`src/rtl/hbsd_pkg.sv`:
```
package hbsd_pkg;

  // field widths of the beats
  localparam int unsigned OPCODE_W   = 2;
  localparam int unsigned CODE_BITS_W = 32;
  localparam int unsigned CODE_LEN_W = 6;
  localparam int unsigned SYM_W      = 8;
  localparam int unsigned STATUS_W   = 2;
  localparam int unsigned PENDING_W  = 6;

  // opcodes
  localparam logic [OPCODE_W-1:0] OP_INSERT = 2'd0;
  localparam logic [OPCODE_W-1:0] OP_DECODE = 2'd1;
  localparam logic [OPCODE_W-1:0] OP_CLEAR  = 2'd2;

  // status codes
  localparam logic [STATUS_W-1:0] ST_OK        = 2'd0;
  localparam logic [STATUS_W-1:0] ST_NO_PATH   = 2'd1;
  localparam logic [STATUS_W-1:0] ST_DUPLICATE = 2'd2;
  localparam logic [STATUS_W-1:0] ST_FULL      = 2'd3;

  // pending bit counter saturates here
  localparam logic [PENDING_W-1:0] PENDING_MAX = 6'd63;

  typedef struct packed {
    logic [OPCODE_W-1:0]    opcode;
    logic [CODE_BITS_W-1:0] code_bits;
    logic [CODE_LEN_W-1:0]  code_length;
    logic [SYM_W-1:0]       symbol_in;
    logic                   data_bit;
  } in_beat_t;

  typedef struct packed {
    logic                 symbol_valid;
    logic [SYM_W-1:0]     symbol_out;
    logic [STATUS_W-1:0]  status;
    logic [PENDING_W-1:0] pending_bits;
  } out_beat_t;

endpackage

```
`src/rtl/hbsd_walker.sv`:
```
module hbsd_walker #(
  parameter int unsigned NODE_COUNT      = 512,
  parameter int unsigned MAX_CODE_LENGTH = 32,
  parameter int unsigned NW              = 9,
  parameter int unsigned NodeW           = 27
) (
  input  logic                clk_i,
  input  logic                rst_ni,
  input  logic                start_i,
  input  hbsd_pkg::in_beat_t  beat_i,
  output logic                busy_o,
  output logic                res_valid_o,
  output hbsd_pkg::out_beat_t res_o,
  output logic                mem_we_o,
  output logic [NW-1:0]       mem_waddr_o,
  output logic [NodeW-1:0]    mem_wdata_o,
  output logic [NW-1:0]       mem_raddr_o,
  input  logic [NodeW-1:0]    mem_rdata_i
);

  import hbsd_pkg::*;

  localparam int unsigned LW = $clog2(MAX_CODE_LENGTH + 1);
  localparam int unsigned CW = (LW > CODE_LEN_W) ? LW : CODE_LEN_W;

  localparam logic [1:0] S_IDLE = 2'd0;
  localparam logic [1:0] S_INS  = 2'd1;
  localparam logic [1:0] S_DCH  = 2'd2;
  localparam logic [1:0] S_DLF  = 2'd3;

  typedef struct packed {
    logic             leaf;
    logic [SYM_W-1:0] sym;
    logic [NW-1:0]    right;
    logic [NW-1:0]    left;
  } node_t;

  logic [1:0]             state_q, state_d;
  logic [NW:0]            next_free_q, next_free_d;
  logic [NW-1:0]          cur_q, cur_d;
  logic [PENDING_W-1:0]   pend_q, pend_d;
  logic                   root_valid_q, root_valid_d;
  logic [NW-1:0]          rd_addr_q;
  logic [NW-1:0]          node_q, node_d;
  logic                   fresh_q, fresh_d;
  logic [LW-1:0]          rem_q, rem_d;
  logic [CODE_BITS_W-1:0] bits_q, bits_d;
  logic [SYM_W-1:0]       sym_q, sym_d;
  logic                   bit_q, bit_d;
  logic [NW-1:0]          child_q, child_d;

  node_t                  word;
  node_t                  cur_word;
  node_t                  wr_word;
  logic [NW-1:0]          raddr;
  logic [NW-1:0]          slot;
  logic [NW-1:0]          child;
  logic [LW-1:0]          pos;
  logic [CODE_BITS_W-1:0] shifted;
  logic                   walk_bit;
  logic [CW-1:0]          len_ext;
  logic [LW-1:0]          eff_len;
  logic                   table_full;

  // root reads as empty until first written after reset or clear
  assign word = ((rd_addr_q == '0) && !root_valid_q) ? '0 : node_t'(mem_rdata_i);
  // a node allocated during this walk is known empty and is not read back
  assign cur_word = fresh_q ? '0 : word;

  // current code bit, positions above the code word read as zero
  assign pos      = rem_q - 1'b1;
  assign shifted  = bits_q >> pos;
  assign walk_bit = shifted[0];
  assign slot     = walk_bit ? cur_word.right : cur_word.left;
  assign child    = bit_q ? word.right : word.left;

  // effective code length clamps at the longest supported code
  assign len_ext = CW'(beat_i.code_length);
  assign eff_len = (len_ext > CW'(MAX_CODE_LENGTH)) ? LW'(MAX_CODE_LENGTH)
                                                    : LW'(beat_i.code_length);

  assign table_full = (next_free_q == (NW + 1)'(NODE_COUNT));

  // walk control
  always_comb begin
    state_d      = state_q;
    next_free_d  = next_free_q;
    cur_d        = cur_q;
    pend_d       = pend_q;
    root_valid_d = root_valid_q;
    node_d       = node_q;
    fresh_d      = fresh_q;
    rem_d        = rem_q;
    bits_d       = bits_q;
    sym_d        = sym_q;
    bit_d        = bit_q;
    child_d      = child_q;
    raddr        = rd_addr_q;
    mem_we_o     = 1'b0;
    wr_word      = cur_word;
    res_valid_o  = 1'b0;
    res_o        = '0;

    case (state_q)
      S_IDLE: begin
        if (start_i) begin
          case (beat_i.opcode)
            OP_INSERT: begin
              rem_d   = eff_len;
              bits_d  = beat_i.code_bits;
              sym_d   = beat_i.symbol_in;
              node_d  = '0;
              fresh_d = 1'b0;
              raddr   = '0;
              state_d = S_INS;
            end
            OP_DECODE: begin
              bit_d   = beat_i.data_bit;
              raddr   = cur_q;
              state_d = S_DCH;
            end
            OP_CLEAR: begin
              root_valid_d = 1'b0;
              next_free_d  = (NW + 1)'(1);
              cur_d        = '0;
              pend_d       = '0;
              res_valid_o  = 1'b1;
            end
            default: begin
              res_valid_o = 1'b1;
            end
          endcase
        end
      end

      S_INS: begin
        if (rem_q == '0) begin
          // end of code: mark leaf unless one is already there
          res_valid_o = 1'b1;
          state_d     = S_IDLE;
          if (cur_word.leaf) begin
            res_o.status = ST_DUPLICATE;
          end else begin
            wr_word.leaf = 1'b1;
            wr_word.sym  = sym_q;
            mem_we_o     = 1'b1;
          end
        end else if (slot != '0) begin
          // follow existing child
          node_d  = slot;
          fresh_d = 1'b0;
          raddr   = slot;
          rem_d   = rem_q - 1'b1;
        end else if (table_full) begin
          // out of nodes, a node allocated on the way still gets written empty
          res_o.status = ST_FULL;
          res_valid_o  = 1'b1;
          state_d      = S_IDLE;
          mem_we_o     = fresh_q;
        end else begin
          // allocate child and hook it into this node
          if (walk_bit) begin
            wr_word.right = next_free_q[NW-1:0];
          end else begin
            wr_word.left = next_free_q[NW-1:0];
          end
          mem_we_o    = 1'b1;
          node_d      = next_free_q[NW-1:0];
          fresh_d     = 1'b1;
          next_free_d = next_free_q + 1'b1;
          rem_d       = rem_q - 1'b1;
        end
      end

      S_DCH: begin
        if (child == '0) begin
          res_o.status = ST_NO_PATH;
          cur_d        = '0;
          pend_d       = '0;
          res_valid_o  = 1'b1;
          state_d      = S_IDLE;
        end else begin
          child_d = child;
          raddr   = child;
          state_d = S_DLF;
        end
      end

      S_DLF: begin
        res_valid_o = 1'b1;
        state_d     = S_IDLE;
        if (word.leaf) begin
          res_o.symbol_valid = 1'b1;
          res_o.symbol_out   = word.sym;
          cur_d              = '0;
          pend_d             = '0;
        end else begin
          cur_d  = child_q;
          pend_d = (pend_q == PENDING_MAX) ? pend_q : pend_q + 1'b1;
        end
      end

      default: begin
        state_d = S_IDLE;
      end
    endcase

    res_o.pending_bits = pend_d;

    if (mem_we_o && (node_q == '0)) begin
      root_valid_d = 1'b1;
    end
  end

  assign mem_waddr_o = node_q;
  assign mem_wdata_o = NodeW'(wr_word);
  assign mem_raddr_o = raddr;
  assign busy_o      = (state_q != S_IDLE);

  // control state
  always_ff @(posedge clk_i or negedge rst_ni) begin
    if (!rst_ni) begin
      state_q      <= S_IDLE;
      next_free_q  <= (NW + 1)'(1);
      cur_q        <= '0;
      pend_q       <= '0;
      root_valid_q <= 1'b0;
      rd_addr_q    <= '0;
    end else begin
      state_q      <= state_d;
      next_free_q  <= next_free_d;
      cur_q        <= cur_d;
      pend_q       <= pend_d;
      root_valid_q <= root_valid_d;
      rd_addr_q    <= raddr;
    end
  end

  // walk context
  always_ff @(posedge clk_i) begin
    node_q  <= node_d;
    fresh_q <= fresh_d;
    rem_q   <= rem_d;
    bits_q  <= bits_d;
    sym_q   <= sym_d;
    bit_q   <= bit_d;
    child_q <= child_d;
  end

endmodule

```
`config.mk`:
```
export PLATFORM = sky130hd
export DESIGN_NAME = hbsd_walker
export DESIGN_NICKNAME = d
export VERILOG_FILES = /design/src/rtl/hbsd_pkg.sv /design/src/rtl/hbsd_walker.sv
export SDC_FILE = /design/constraint.sdc
export NUM_CORES = 1
export LEC_CHECK = 0
export ABC_AREA = 1
export BUFFER_PORTS_ARGS = -buffer_cell sky130_fd_sc_hd__buf_4
export CAP_MARGIN = 10
export CORE_MARGIN = 4
export CORE_UTILIZATION = 30
export CTS_CLUSTER_DIAMETER = 60
export DETAILED_ROUTE_END_ITERATION = 10
export PLACE_DENSITY = 0.54
export SLEW_MARGIN = 5
export SYNTH_ARGS = -nofsm -noshare
export SYNTH_HDL_FRONTEND = slang
export SYNTH_SLANG_ARGS = --single-unit
export TNS_END_PERCENT = 30
```
`constraint.sdc`:
```
create_clock -name clk_i -period 4.9 [get_ports clk_i]
set_clock_uncertainty 0.1 [all_clocks]
set_input_delay 0.245 -clock clk_i [delete_from_list [all_inputs] [get_ports clk_i]]
set_output_delay 0.245 -clock clk_i [all_outputs]
set_load 0.02 [all_outputs]
```
==> reports/qor.yml <==
setup_tns_ns: 0
synth-edff-count: 66
synth_cell_types: 48
synthCells: 752
routabilityCongestion: 0.9033
cts.sinks: 103
via_per_inst: 4.819
tritoncts: "done"
finalNetCount: 1015
place_ws_ns: 1.050
ant_nets: 0
grt_max_degree: 42
synth_flop_cell: "edfxtp_1"
numCtsBuffers: 9
port_buffers: 143
irDropWorstVdd_v: 0.0001935
chipWidth_um: 150.2
io_pins: 144
rsz0062_at_grt: "false"
netSwitchingFraction_pct: 47.43
grt_pass1_vias: 5531
antenna_found_initial: 0
clk_path_buf_depth: 2
tightest_slew_ns: 0.8074
synth.net_count: 839
post_drt_wl_per_cell_um: 16.68
worstPathArrival_ns: 3.91
synth_top_area_share_pct: 32.68
comb_power_share_pct: 53.2
clk_pin_slew_ns: 0.08
p_seq_share_pct: 29.0
finalWirelength_mm: 19.98
yosysSeqAreaShare_pct: 47.97
synth_fa_ha_area_share_pct: 1.651
fin_crit_ns: 4.251
fillers: 2058
slew_viol_final: 0
synth_top_family_by_area: "simple AND/OR/NAND/NOR gates"
yosys.area_share.simple_pct: 28.02
drv_cap: 0
layout-drive-gt1-share_pct: 22.62
remaining_drc_errors: 0
antenna_cells: 0
async_reset_ff_share_pct: 35.92
p_clk_share_pct: 17.8
dp.cells: 1140
core-area_um2: 19650
syn-mean-instance-area_um2: 8.065
dr.pass1.iters: 5
chipHeight_um: 150.2
fin_cells: 1198
start_util_pct: 30.86
h-tree-depth: 3
postCtsSetupRepairBufs: 0
insertion_delay_ns: 0.36
grt_first_pass_wirelength_mm: 30.54
setup_viol: 0
dp.final_hpwl_mm: 15.11
worstPathRequired_ns: 4.55
vias: 5773
hold_violations: 0
synth_area_um2: 6065
grt_overflow_total: 0
switchingPower_mw: 2.026
final_util_pct: 41.28
cts_root_buf: "clkbuf_16"
yosys_warnings: 0
p_per_area_nw_per_um2: 526.5
worst-path-max-fanout: 18
grt.total_usage_pct: 17.57
synth.area.mux_share_pct: 0
status: "completed"
area_growth_pct: 33.77
hold_class: "input pin to flip-flop"
intPower_mw: 2.246
yosys.area_share.xor_xnor_pct: 1.836
path_class: "flip-flop to primary output"
slew_headroom_pct: 46.17
die_area_um2: 22550
num_rows: 51
synth_largest_area_cell: "edfxtp_1"
yosys_register_bits: 103
leakage_nw: 3.668
drt_iter0_drc: 442
cp-start-kind: "flip-flop"
end_kind: "primary output"
r2r_slack_ns: 1.06
post-route-period-util_pct: 86.76
netlist_top_cells_area: "edfxtp_1 (33%), dfrtp_1 (15%), nand2_1 (11%)"
fmax_mhz: 235.2
synth_compound_area_share_pct: 11.16
finalWorstSetupSlack_ns: 0.6488
sequential cells by signal, indices dropped and copies added (netlist names):
register      cells
bits_q           32
next_free_q      10
child_q           9
cur_q             9
mem_waddr_o       9
rd_addr_q         9
sym_q             8
pend_q            6
rem_q             6
state_q           2
bit_q             1
fresh_q           1
root_valid_q      1
layer usage:
metal | track usage, % | wire length, µm | vias to the layer above
met5 | 0 | 0 | -
met3 | 3.371 | 1203 | 39
met4 | 6.038 | 579 | 0
met2 | 28.02 | 9555 | 204
met1 | 23.99 | 8645 | 2683
li1 | - | - | 2847
metrics by stage:
stage	area, µm²	power, mW	hold WS, ns
final	8113	4.272	0.06271
after global routing	8113	4.561	0.06293
after CTS	8113	4.289	0.05821
after detailed placement	7378	3.491	0.1610
after global placement	7378	3.488	0.1584
after floorplan	6070	2.740	-0.1506
worst max-delay path, cell delays in order (launching register included):
cell      delay, ns
edfxtp_1       0.33
buf_4          0.23
inv_8          0.08
ha_1           0.44
inv_2          0.18
nand3_1        0.09
nand2_1        0.07
nand2_1        0.05
nand3_1        0.13
nand3_4        0.14
nand3_4        0.23
nand2_1        0.09
nand2_1        0.13
nand2_1        0.08
nor2_2         0.16
nand3_4        0.23
nand2_1        0.26
nand2_1        0.14
nand3_1        0.16
nand2_1        0.07
nand2_1        0.10
buf_4          0.15
power by group through the flow:
| stage | sequential (mW) | combinational (mW) | clock, mW |
|---|---|---|---|
| floorplan | 1.25 | 1.49 | 0 |
| CTS | 1.24 | 2.27 | 0.779 |
| global route | 1.26 | 2.49 | 0.810 |
| finish | 1.24 | 2.27 | 0.761 |
| global placement | 1.26 | 2.23 | 0 |
| detailed placement | 1.25 | 2.24 | 0 |
layout make-up:
type	instances	area, µm²	share of cell area [%]
Sequential cell	103	2909	35.86
Multi-Input combinational cell	515	2599	32.03
Timing Repair Buffer	193	1554	19.15
Inverter	106	405.4	4.997
Tap cell	265	331.6	4.087
Clock buffer	9	225.2	2.776
Clock inverter	7	88.84	1.095
cell usage after synthesis, types with 6 or more instances:
cell      number
a21oi_1       23
nand2_2       11
inv_1         99
xor2_1         8
nand2_1      179
nor2_1        59
clkbuf_1      16
or2_2          8
o21ai_1       17
nand3_1       79
edfxtp_1      66
dfrtp_1       36
o22ai_1        6
o21ai_0       58
ha_1           8
nand4_1        9
nor3_1        14
placed cells by master (no fill, tap or decap), types with 3 or more instances in the layout:
master	count
o21ai_1	17
or2_2	8
dfrtp_1	36
nand3_1	79
clkbuf_16	9
nand4_1	9
ha_1	8
o21ai_0	58
nor2_1	59
edfxtp_1	66
nor2_2	4
buf_4	151
nor3_4	3
a21oi_1	23
dlygate4sd3_1	42
nor3_1	13
o211ai_1	4
inv_2	4
nand2_1	179
xor2_1	8
inv_1	99
nand3_4	3
inv_8	3
nand2_2	11
o22ai_1	6
path summary, 6_finish.rpt:
path                            start              to  cells after the start
max in group asynchronous      rst_ni  next_free_q[0]                      2
setup reg to reg             rem_q[0]        rem_q[1]                     18
hold reg to reg            child_q[3]        cur_q[3]                      2
min in group asynchronous      rst_ni       pend_q[2]                      2
hold / removal              beat_i[9]        rem_q[0]                      3
setup / recovery             rem_q[0]  mem_raddr_o[5]                     21
kinds of logic (layout without fill, tap and decap cells):
family,after synthesis,in the layout
xor+xnor,11,11
simple gates,374,374
flops,103,103
fa+ha+maj,8,8
buf+inv,134,315
compound gates,122,122
repair_timing:
| action | CTS | global route |
|---|---|---|
| hold endpoints to repair | 77 | 0 |
| resized for setup | 0 | 0 |
| hold buffers | 42 | 0 |
No activity file was read; power rests on OpenSTA's default activity.
